**src/rtl/lms_pkg.sv**
```systemverilog
`default_nettype none

package lms_pkg;

   localparam int ROWS = 8;
   localparam int ROW_W = 3;
   localparam int LAMP_W = 8;
   localparam int FRAME_W = 16;
   localparam int CSR_ADDR_W = 3;
   localparam int CSR_DATA_W = 16;
   localparam int REQ_DATA_W = 16;
   localparam int RSP_DATA_W = 24;

   localparam logic [LAMP_W-1:0] LAMP_RESET = 8'h01;
   localparam logic [LAMP_W-1:0] DRIVEN_COLS = 8'h1F;

   localparam logic CMD_TICK = 1'b0;
   localparam logic CMD_WRITE = 1'b1;

   localparam logic [CSR_ADDR_W-1:0] REG_BLANK_TICKS = 3'd0;
   localparam logic [CSR_ADDR_W-1:0] REG_SETTLE_TICKS = 3'd1;
   localparam logic [CSR_ADDR_W-1:0] REG_PULSE_MIN = 3'd2;
   localparam logic [CSR_ADDR_W-1:0] REG_PULSE_STEP = 3'd3;
   localparam logic [CSR_ADDR_W-1:0] REG_PULSE_LEVEL = 3'd4;
   localparam logic [CSR_ADDR_W-1:0] REG_ROW_INVERT = 3'd5;
   localparam logic [CSR_ADDR_W-1:0] REG_COL_INVERT = 3'd6;
   localparam logic [CSR_ADDR_W-1:0] REG_COL_BYTE_HIGH = 3'd7;

   typedef enum logic [1:0] {
      PH_BLANK = 2'd0,
      PH_SETTLE = 2'd1,
      PH_PULSE = 2'd2,
      PH_RELEASE = 2'd3
   } phase_type;

endpackage

`default_nettype wire

```
**src/rtl/lamp_matrix_row_scanner.sv**
```systemverilog
// an accepted transfer passes through the item stage and then the output register before its result is shown
// throughput: one tick or one lamp write per cycle while rsp_tready does not hold the output register
// the lamp store is read when a transfer is accepted, at the row the scan reaches next
// reset: synchronous, active high; config and control registers return to their defaults, scan restarts at row 0
// blank phase, lamp rows read 0x01 until written (per-row valid bits)
`default_nettype none

module lamp_matrix_row_scanner (
   input  wire logic                               clock,
   input  wire logic                               reset,
   input  wire logic                               req_tvalid,
   output logic                                    req_tready,
   // row_select[2:0], lamp_bits[10:3], zero fill
   input  wire logic [lms_pkg::REQ_DATA_W-1:0]     req_tdata,
   // command
   input  wire logic                               req_tuser,
   output logic                                    rsp_tvalid,
   input  wire logic                               rsp_tready,
   // frame[15:0], scan_row[18:16], scan_phase[20:19], zero fill
   output logic [lms_pkg::RSP_DATA_W-1:0]          rsp_tdata,
   // frame_strobe
   output logic                                    rsp_tuser,
   input  wire logic                               csr_we,
   input  wire logic [lms_pkg::CSR_ADDR_W-1:0]     csr_addr,
   input  wire logic [lms_pkg::CSR_DATA_W-1:0]     csr_wdata
);
   import lms_pkg::*;

   logic [15:0] blank_ticks_ff, settle_ticks_ff;
   logic [11:0] pulse_min_ff, pulse_step_ff;
   logic [3:0]  pulse_level_ff;
   logic        row_invert_ff, col_invert_ff, col_byte_high_ff;

   logic [LAMP_W-1:0] mem [ROWS];
   logic [ROWS-1:0]   lamp_valid_ff;
   logic [LAMP_W-1:0] rd_data_ff;
   logic              byp_ff;
   logic [LAMP_W-1:0] byp_data_ff;

   logic              s1_valid_ff;
   logic              s1_cmd_ff;
   logic [ROW_W-1:0]  s1_sel_ff;
   logic [LAMP_W-1:0] s1_bits_ff;
   logic [ROW_W-1:0]  s1_rd_addr_ff;

   logic [ROW_W-1:0]  row_ff, row_in;
   phase_type         phase_ff, phase_in;
   logic [15:0]       timer_ff, timer_in;
   logic [FRAME_W-1:0] frame_ff, frame_in;

   logic              rsp_valid_ff;
   logic [RSP_DATA_W-1:0] rsp_data_ff, rsp_data_in;
   logic              rsp_strobe_ff, strobe_in;

   logic              advance, req_accept, s1_exec, s1_write;
   logic [ROW_W-1:0]  rd_addr;
   logic [LAMP_W-1:0] lamp;
   logic [LAMP_W-1:0] cols;
   logic [LAMP_W-1:0] rmask;
   phase_type         eff_phase;
   logic [15:0]       dur, timer_cur, timer_dec;
   logic [15:0]       pulse_prod;
   logic [15:0]       pulse_dur;
   logic [LAMP_W-1:0] frame_rows, frame_cols, rb, cb;
   logic [ROW_W-1:0]  shown_row;
   phase_type         shown_phase;

   assign advance = !rsp_valid_ff || rsp_tready;
   assign req_tready = !s1_valid_ff || advance;
   assign req_accept = req_tvalid && req_tready;
   assign s1_exec = s1_valid_ff && advance;
   assign s1_write = s1_exec && (s1_cmd_ff == CMD_WRITE);
   assign rd_addr = row_in;

   // config registers
   always_ff @(posedge clock) begin
      if (reset) begin
         blank_ticks_ff <= 16'd2000;
         settle_ticks_ff <= 16'd20000;
         pulse_min_ff <= 12'd50;
         pulse_step_ff <= 12'd50;
         pulse_level_ff <= 4'd4;
         row_invert_ff <= 1'b0;
         col_invert_ff <= 1'b0;
         col_byte_high_ff <= 1'b1;
      end else if (csr_we) begin
         unique case (csr_addr)
            REG_BLANK_TICKS:   blank_ticks_ff <= csr_wdata;
            REG_SETTLE_TICKS:  settle_ticks_ff <= csr_wdata;
            REG_PULSE_MIN:     pulse_min_ff <= csr_wdata[11:0];
            REG_PULSE_STEP:    pulse_step_ff <= csr_wdata[11:0];
            REG_PULSE_LEVEL:   pulse_level_ff <= csr_wdata[3:0];
            REG_ROW_INVERT:    row_invert_ff <= csr_wdata[0];
            REG_COL_INVERT:    col_invert_ff <= csr_wdata[0];
            REG_COL_BYTE_HIGH: col_byte_high_ff <= csr_wdata[0];
            default: ;
         endcase
      end
   end

   // lamp store
   always_ff @(posedge clock) begin
      if (s1_write) begin
         mem[s1_sel_ff] <= s1_bits_ff;
      end
      if (req_accept) begin
         rd_data_ff <= mem[rd_addr];
         byp_data_ff <= s1_bits_ff;
      end
   end

   always_ff @(posedge clock) begin
      if (reset) begin
         lamp_valid_ff <= '0;
         byp_ff <= 1'b0;
      end else begin
         if (s1_write) begin
            lamp_valid_ff[s1_sel_ff] <= 1'b1;
         end
         if (req_accept) begin
            byp_ff <= s1_write && (s1_sel_ff == rd_addr);
         end
      end
   end

   // item stage
   always_ff @(posedge clock) begin
      if (reset) begin
         s1_valid_ff <= 1'b0;
      end else if (req_accept) begin
         s1_valid_ff <= 1'b1;
      end else if (advance) begin
         s1_valid_ff <= 1'b0;
      end
   end

   always_ff @(posedge clock) begin
      if (req_accept) begin
         s1_cmd_ff <= req_tuser;
         s1_sel_ff <= req_tdata[2:0];
         s1_bits_ff <= req_tdata[10:3];
         s1_rd_addr_ff <= rd_addr;
      end
   end

   // scan state
   always_ff @(posedge clock) begin
      if (reset) begin
         row_ff <= '0;
         phase_ff <= PH_BLANK;
         timer_ff <= '0;
         frame_ff <= '0;
      end else begin
         row_ff <= row_in;
         phase_ff <= phase_in;
         timer_ff <= timer_in;
         frame_ff <= frame_in;
      end
   end

   assign lamp = byp_ff ? byp_data_ff
               : (lamp_valid_ff[s1_rd_addr_ff] ? rd_data_ff : LAMP_RESET);
   assign cols = lamp & DRIVEN_COLS;
   assign rmask = LAMP_W'(1) << row_ff;
   assign pulse_prod = 16'(pulse_level_ff) * 16'(pulse_step_ff);
   assign pulse_dur = 16'(pulse_min_ff) + pulse_prod;
   assign rb = row_invert_ff ? ~frame_rows : frame_rows;
   assign cb = col_invert_ff ? ~frame_cols : frame_cols;

   always_comb begin
      row_in = row_ff;
      phase_in = phase_ff;
      timer_in = timer_ff;
      frame_in = frame_ff;
      strobe_in = 1'b0;
      eff_phase = phase_ff;
      frame_rows = '0;
      frame_cols = '0;
      dur = 16'd1;
      timer_cur = timer_ff;
      timer_dec = timer_ff - 16'd1;
      shown_row = row_ff;
      shown_phase = phase_ff;
      if (s1_exec && (s1_cmd_ff == CMD_TICK)) begin
         if (timer_ff == 16'd0) begin
            if ((phase_ff == PH_PULSE) && (cols == '0)) begin
               eff_phase = PH_RELEASE;
            end
            unique case (eff_phase)
               PH_BLANK: begin
                  dur = blank_ticks_ff;
               end
               PH_SETTLE: begin
                  frame_rows = rmask;
                  dur = settle_ticks_ff;
               end
               PH_PULSE: begin
                  frame_rows = rmask;
                  frame_cols = cols;
                  dur = pulse_dur;
               end
               PH_RELEASE: begin
                  dur = 16'd1;
               end
               default: ;
            endcase
            frame_in = col_byte_high_ff ? {cb, rb} : {rb, cb};
            timer_cur = (dur == 16'd0) ? 16'd1 : dur;
            strobe_in = 1'b1;
         end
         shown_phase = eff_phase;
         timer_dec = timer_cur - 16'd1;
         timer_in = timer_dec;
         phase_in = eff_phase;
         if (timer_dec == 16'd0) begin
            if (eff_phase == PH_RELEASE) begin
               phase_in = PH_BLANK;
               row_in = (row_ff == ROW_W'(ROWS - 1)) ? '0 : row_ff + ROW_W'(1);
            end else begin
               phase_in = phase_type'(eff_phase + 2'd1);
            end
         end
      end
      rsp_data_in = {3'b000, 2'(shown_phase), shown_row, frame_in};
   end

   // output register
   always_ff @(posedge clock) begin
      if (reset) begin
         rsp_valid_ff <= 1'b0;
      end else if (advance) begin
         rsp_valid_ff <= s1_valid_ff;
      end
   end

   always_ff @(posedge clock) begin
      if (s1_exec) begin
         rsp_data_ff <= rsp_data_in;
         rsp_strobe_ff <= strobe_in;
      end
   end

   assign rsp_tvalid = rsp_valid_ff;
   assign rsp_tdata = rsp_data_ff;
   assign rsp_tuser = rsp_strobe_ff;

endmodule

`default_nettype wire
```
**config.mk**
```make
export PLATFORM = sky130hd
export DESIGN_NAME = lamp_matrix_row_scanner
export DESIGN_NICKNAME = d
export VERILOG_FILES = /design/src/rtl/lms_pkg.sv /design/src/rtl/lamp_matrix_row_scanner.sv
export SDC_FILE = /design/constraint.sdc
export NUM_CORES = 1
export LEC_CHECK = 0
export ABC_AREA = 1
export BUFFER_PORTS_ARGS = -buffer_cell sky130_fd_sc_hd__clkbuf_2
export CAP_MARGIN = 20
export CORE_ASPECT_RATIO = 1.75
export CORE_UTILIZATION = 56
export CTS_BUF_LIST = sky130_fd_sc_hd__clkbuf_8
export CTS_CLUSTER_SIZE = 28
export DETAILED_ROUTE_END_ITERATION = 7
export MAX_ROUTING_LAYER = met4
export PLACE_DENSITY = 0.74
export RECOVER_POWER = 25
export SLEW_MARGIN = 20
export SYNTH_ARGS = -nofsm -noshare
export SYNTH_HDL_FRONTEND = slang
export SYNTH_SLANG_ARGS = --single-unit
```
**constraint.sdc**
```tcl
create_clock -name clock -period 7.6 [get_ports clock]
set_clock_uncertainty 0.05 [all_clocks]
set_input_delay 1.52 -clock clock [delete_from_list [all_inputs] [get_ports clock]]
set_output_delay 1.52 -clock clock [all_outputs]
set_load 0.005 [all_outputs]
```
-- Yosys cells after proc, flatten, opt, wreduce, memory -nomap -nowiden
Memories as Yosys holds them, arrays and structs flattened. A register that Yosys moved wholly into a read port is not among the register bits.
Cells that the tools add are included.
- memory bits (writable): 64
- memories kept: 1
- flip-flop bits (word level): 153
- bits in read-only memories: 0
- bits in latches: 0
- input port bits: 41
- memory list (memory ; depth ; bits a word ; rd ports ; clocked after Yosys merged registers in ; write ports ; RTL line ; source):
    mem ; 8 ; 8 ; 1 ; 1 ; 1 ; lamp_matrix_row_scanner.sv:34 ; logic [LAMP_W-1:0] mem [ROWS];
- bitwise gates (word level): 4
- add/subtract/negate cells: 4
- div/mod/pow operators: 0
- multiply operators: 1
- eq/ne operators: 14
- $lt $le $gt $ge: 3
- shift-type cells: 1
- multiplexer cells: 40
- reductions and logical operators: 27
- operator list (cell ; number):
    2-to-1 mux 16 bit ; 8
    case mux 16 bit (4 select lines) ; 1
    zero test 16 bit ; 3
    2-to-1 mux 8 bit ; 5
    2-to-1 mux 5 bit ; 5
    adder 12 x 16 -> 16 bit ; 1
    multiplier 4 x 12 -> 16 bit ; 1
    2-to-1 mux 2 bit ; 8
    NOT 8 bit ; 2
    AND reduction 2 bit ; 8
    subtractor 16 x 1 -> 16 bit, second input constant ; 1
    equality test 3 bit, second input constant ; 5
    2-to-1 mux 3 bit ; 4
    equality test 2 bit, second input constant ; 4
    zero test 8 bit ; 1
    < comparator 3 x 4 -> 1 bit, second input constant ; 2
    bitwise OR 8 bit ; 1
    << shifter 1 x 3 -> 8 bit, first input constant ; 1
    logical AND 1 bit ; 7
    2-to-1 mux 1 bit ; 7
    equality test 3 x 2 -> 1 bit, second input constant ; 2
    adder 3 x 1 -> 3 bit, second input constant ; 1
    binary-select mux 1 bit (select 3 bit) ; 1
    demux 1 bit (select 3 bit) ; 1
    12 further kinds ; 14

-- Depth between registers and ports, before layout
- depth after elaboration: 23
- gate-level depth with buffers: 50
- depth with buffers taken out: 47

-- Worst setup path before layout
OpenSTA, ideal clock, no wires.
- kind: register -> register
- start: register pulse_level_ff[3]
- end: register rd_data_ff[1] (read register of mem) (data pin)
- setup time: 0.253 ns
- arrival time: 5.857 ns
- period minus slack after synthesis: 6.160 ns
- cell stages (with the launch flop): 45
- path slack: 1.440 ns
- buffers on the path: 3
- path through: dfxtp_1 clkbuf_1 nand2_1 fa_1 fa_1 fa_1 inv_1 ha_1 a21oi_1 o21ai_0 nand3_1 nand3_1 xor2_1 nand3b_1 nand3_1 nor2_1 nand2_1 nor2_1 (+9 left out) nand2_1 nand2_1 nand2_1 nor2_2 inv_2 nor2_4 nand2_2 nor2_8 nand3_4 nand2_8 inv_6 buf_12 nand2_2 nand2_1 nand2_1 nand2_1 nand2_1 nand2_1
- longest elaborated chain between the ends: 13
- RTL lines (element ; RTL line ; source):
    from (decl) ; lamp_matrix_row_scanner.sv:31 ; logic [3:0] pulse_level_ff;
    from (signal assigned) ; lamp_matrix_row_scanner.sv:92 ; REG_PULSE_LEVEL: pulse_level_ff <= csr_wdata[3:0];
    multiplier 4 x 12 -> 16 bit * ; lamp_matrix_row_scanner.sv:165 ; assign pulse_prod = 16'(pulse_level_ff) * 16'(pulse_step_ff);
    adder 12 x 16 -> 16 bit * ; lamp_matrix_row_scanner.sv:166 ; assign pulse_dur = 16'(pulse_min_ff) + pulse_prod;
    case mux 16 bit (4 select lines) * ; lamp_matrix_row_scanner.sv:189 ; unique case (eff_phase)
    2-to-1 mux 16 bit * ; lamp_matrix_row_scanner.sv:185 ; if (timer_ff == 16'd0) begin
    2-to-1 mux 16 bit * ; lamp_matrix_row_scanner.sv:184 ; if (s1_exec && (s1_cmd_ff == CMD_TICK)) begin
    zero test 16 bit ; lamp_matrix_row_scanner.sv:208 ; timer_cur = (dur == 16'd0) ? 16'd1 : dur;
    2-to-1 mux 16 bit * ; lamp_matrix_row_scanner.sv:208 ;
    2-to-1 mux 16 bit * ; lamp_matrix_row_scanner.sv:185 ;
    2-to-1 mux 16 bit * ; lamp_matrix_row_scanner.sv:184 ;
    subtractor 16 x 1 -> 16 bit * ; lamp_matrix_row_scanner.sv:212 ; timer_dec = timer_cur - 16'd1;
    zero test 16 bit * ; lamp_matrix_row_scanner.sv:215 ; if (timer_dec == 16'd0) begin
    2-to-1 mux 3 bit * ; lamp_matrix_row_scanner.sv:215 ;
    2-to-1 mux 3 bit * ; lamp_matrix_row_scanner.sv:184 ;
    net rd_addr[0] ; lamp_matrix_row_scanner.sv:56 ; logic [ROW_W-1:0] rd_addr;
    to (decl) ; lamp_matrix_row_scanner.sv:36 ; logic [LAMP_W-1:0] rd_data_ff;
The timed path passes the listed nets; every way through them passes the cells marked *. The select of a mux whose other input is x is not followed.
A chain may end at the register's enable or synchronous reset.

-- Worst setup path after layout
- start: register pulse_level_ff[2]
- end: register rd_data_ff[3] (read register of mem) (data pin)
- longest elaborated chain between the ends: 13
- RTL lines (element ; RTL line):
    multiplier 4 x 12 -> 16 bit * ; lamp_matrix_row_scanner.sv:165
    adder 12 x 16 -> 16 bit * ; lamp_matrix_row_scanner.sv:166
    case mux 16 bit (4 select lines) * ; lamp_matrix_row_scanner.sv:189
    2-to-1 mux 16 bit * ; lamp_matrix_row_scanner.sv:185
    2-to-1 mux 16 bit * ; lamp_matrix_row_scanner.sv:184
    zero test 16 bit ; lamp_matrix_row_scanner.sv:208
    2-to-1 mux 16 bit * ; lamp_matrix_row_scanner.sv:208
    2-to-1 mux 16 bit * ; lamp_matrix_row_scanner.sv:185
    2-to-1 mux 16 bit * ; lamp_matrix_row_scanner.sv:184
    subtractor 16 x 1 -> 16 bit * ; lamp_matrix_row_scanner.sv:212
    zero test 16 bit * ; lamp_matrix_row_scanner.sv:215
    2-to-1 mux 3 bit * ; lamp_matrix_row_scanner.sv:215
    2-to-1 mux 3 bit * ; lamp_matrix_row_scanner.sv:184
Mark *: on every way between the ends. The rest lies on a longest branch, timed or not. The select of a mux whose other input is x is not followed.

==> impl_metrics.csv <==
group,metric,value,unit
status,status,"finished with violations",
status,violations,"capacitance limit, slew limit",
power,finalPower,2.16,mW
power,p_per_area,180,nW/um^2
synth,syn_area,11100,um^2
die,start_util,57.8,%
die,fp.dieW,109,um
clock_network,cts_hold_buf,0,
routing,via_per_inst,5.30,
setup_path,r2r_cells,44,
global_routing,gr-total-overflow,0,
min_path,worstHoldPathType,"reg2reg",
sta,fin_crit,6.91,ns
global_routing,grt_max_degree,77,
placement,place_hpwl,20500,um
setup_path,reg2reg_slack,0.69,ns
routing,postRouteAntennaNets,0,
global_routing,grt_pass1_vias,8985,
synth,ys_async_sr_fraction,0,%
synth,synth_edf_count,84,
clock_network,cts-htree-levels,4,
synth,synth_cell_type_count,45,
die,die-area,20500,um^2
cells_and_area,final_nets,1573,
die,ios,68,
routing,wirelength,26800,um
routing,drtIter0Drc,502,
setup_path,critPathRequiredTime,7.80,ns
placement,gp_congestion,0.994,
synth,netlist_instances,1425,
power,max-vdd-ir-drop,180,uV
sta,hold_violations,0,
routing,wire_per_inst,15.6,um
setup_path,worstPathArrival,7.11,ns
global_routing,grt_pass1_wl,42700,um
synth,yosysTopAreaCellShare,22.6,%
setup_path,critPathMaxStageDelay,0.61,ns
cells_and_area,area_delta_synth_final,7.37,%
sta,setup_violations,0,
min_path,whs_endpoint,"settle_ticks_ff[9]",
setup_path,cp-end-kind,"register",
clock_network,post_cts_resize_count,0,
synth,synth_area_leader_cell,"edfxtp_1",
sta,min_period_over_period,90.9,%
clock_network,clk_latency,0.49,ns
routing,drt-pass1-iter-count,5,
cells_and_area,drive_gt1_share,11.2,%
routing,vias,9133,
synth,synthTopCellsByCount,"nand2_1, inv_1, nor2_1, dfxtp_1, edfxtp_1",
setup_path,reg2reg_to,"rd_data_ff[3]",
global_routing,antenna_found_initial,1,
clock_network,post_cts_buffers,0,
sta,fmaxAchievable,0.145,GHz
clock_network,cts_buffers,17,
setup_path,start_kind,"register",
clock_network,numClockSinks,195,
global_routing,grtUsageTotal,28.4,%
clock_network,clockRootBuffer,"clkbuf_8",
die,die_h,189,um
sta,slew_headroom,-108,%
synth,yosysWarnings,0,
placement,port_buffers,56,
clock_network,ctsLongestPathBuffers,2,
die,rows,67,
cells_and_area,nFillCells,1747,
sta,fin_tns_setup,0,ns
setup_path,crit_slowest_cell,"dfxtp_1",
flow_run,drv_cap,2,
sta,worstMarginPinSlew,3.11,ns
setup_path,path_max_fanout,28,
sta,whs,0.414,ns
setup_path,regToRegStartpoint,"pulse_level_ff[2]",
routing,route.detailed.drc,0,
setup_path,critPathKind,"reg2reg",
synth,synth_ff_type,"dfxtp_1",
placement,place_area,11600,um^2
synth,ys_ff_latch,195,
clock_network,path_clk_slew,0.11,ns
synth,yosysMostFrequentCell,"nand2_1",
synth,ys_top_cells_by_area,"edfxtp_1, dfxtp_1, nand2_1",
sta,rsz0062_at_grt,"no",
setup_path,crit_top_cell,"nand2_1",
die,coreArea,19300,um^2
synth,yosysSeqAreaShare,42.6,%
cells_and_area,stdcell_area,12000,um^2
min_path,hold_depth,2,
sta,drv_slew,114,
synth,avgSynthCellArea,7.82,um^2
cells_and_area,fin_util,62.0,%
power,p_leak,5.90,nW
min_path,hold_start,"settle_ticks_ff[9]",
clock_network,cts_tree,"yes",
cell usage in the layout (no fill, tap or decap), types with 4 or more instances in the layout:
cell,count
o21ai_1,4
clkinv_1,6
nor2_4,6
o211ai_1,16
nand3_1,83
inv_2,6
nor3_1,4
o21ai_0,70
a21oi_1,52
nand4_1,13
nand3_2,17
o21bai_1,6
fa_1,31
nand3b_1,7
xor2_1,19
a2bb2oi_1,6
buf_4,13
dfxtp_1,111
clkbuf_2,55
ha_1,33
nand2_1,370
inv_1,216
nand2_2,17
edfxtp_1,84
xnor2_1,6
nor2_1,161
and2_1,6
clkbuf_8,18
nor2_2,8
layer usage:
| layer | routed length [um] | track usage, % |
|---|---|---|
| met4 | 1340 | 16.5 |
| met3 | 897 | 3.77 |
| met1 | 9530 | 26.5 |
| met2 | 15000 | 53.2 |
| met5 | 0 | - |
per-stage QoR:
stage | instances | setup WS [ns]
final | 1723 | 0.688
after floorplan | 1427 | 1.44
after global routing | 1723 | 0.164
after global placement | 1690 | 0.844
after detailed placement | 1690 | 0.785
after CTS | 1722 | 0.729
flip-flops by register name (all words and copies together), names as in the netlist, 8 cells and up:
name	flops
timer_ff	16
lamp_valid_ff	8
pulse_step_ff	12
rsp_tdata	21
blank_ticks_ff	16
frame_ff	16
mem	40
settle_ticks_ff	16
pulse_min_ff	12
logic make-up (layout without fill, tap and decap cells):
kind of cell / count (synthesis) / in the layout / synth area share [%]
compound gates: 158 / 158 / 7.85
xor+xnor: 25 / 25 / 1.97
fa+ha+maj: 64 / 64 / 9.28
buf+inv: 277 / 331 / 9.95
flops: 195 / 195 / 42.6
other cells: 1 / 4 / 0.0337
simple gates: 705 / 705 / 28.3
power breakdown:
group,switching (mW),internal (mW),total (mW)
clock,0.394,0.245,0.639
sequential,0.0220,1.12,1.15
combinational,0.251,0.121,0.372
total,0.667,1.49,2.16
area by class of cell:
| type | instances | area (um^2) | share of cell area [%] |
|---|---|---|---|
| diodes | 1 | 2.50 | 0.0209 |
| clock buffers | 18 | 248 | 2.07 |
| clock inverters | 14 | 123 | 1.03 |
| inverters | 228 | 861 | 7.20 |
| multi-input cells | 955 | 5300 | 44.3 |
| flip-flops and latches | 195 | 4740 | 39.7 |
| well taps | 241 | 302 | 2.52 |
| repair buffers | 71 | 384 | 3.21 |
worst max-delay path by stage:
stage | start | to | slack (ns) | depth (start not counted)
floorplan | pulse_level_ff[3] | rd_data_ff[1] | 1.44 | 44
global placement | pulse_level_ff[2] | rd_data_ff[1] | 0.84 | 44
global route | pulse_level_ff[1] | rd_data_ff[1] | 0.16 | 45
CTS | pulse_level_ff[2] | rd_data_ff[3] | 0.73 | 41
detailed placement | pulse_level_ff[2] | rd_data_ff[3] | 0.78 | 41
finish | pulse_level_ff[2] | rd_data_ff[3] | 0.69 | 44
critical path, delay by kind of cell, from the launching register on:
kind	cells	cell delay, ns
flops	1	0.61
simple gates	32	3.39
buf+inv	7	0.58
fa+ha+maj	5	1.99
Note: power is estimated with default switching activity, not from simulation.
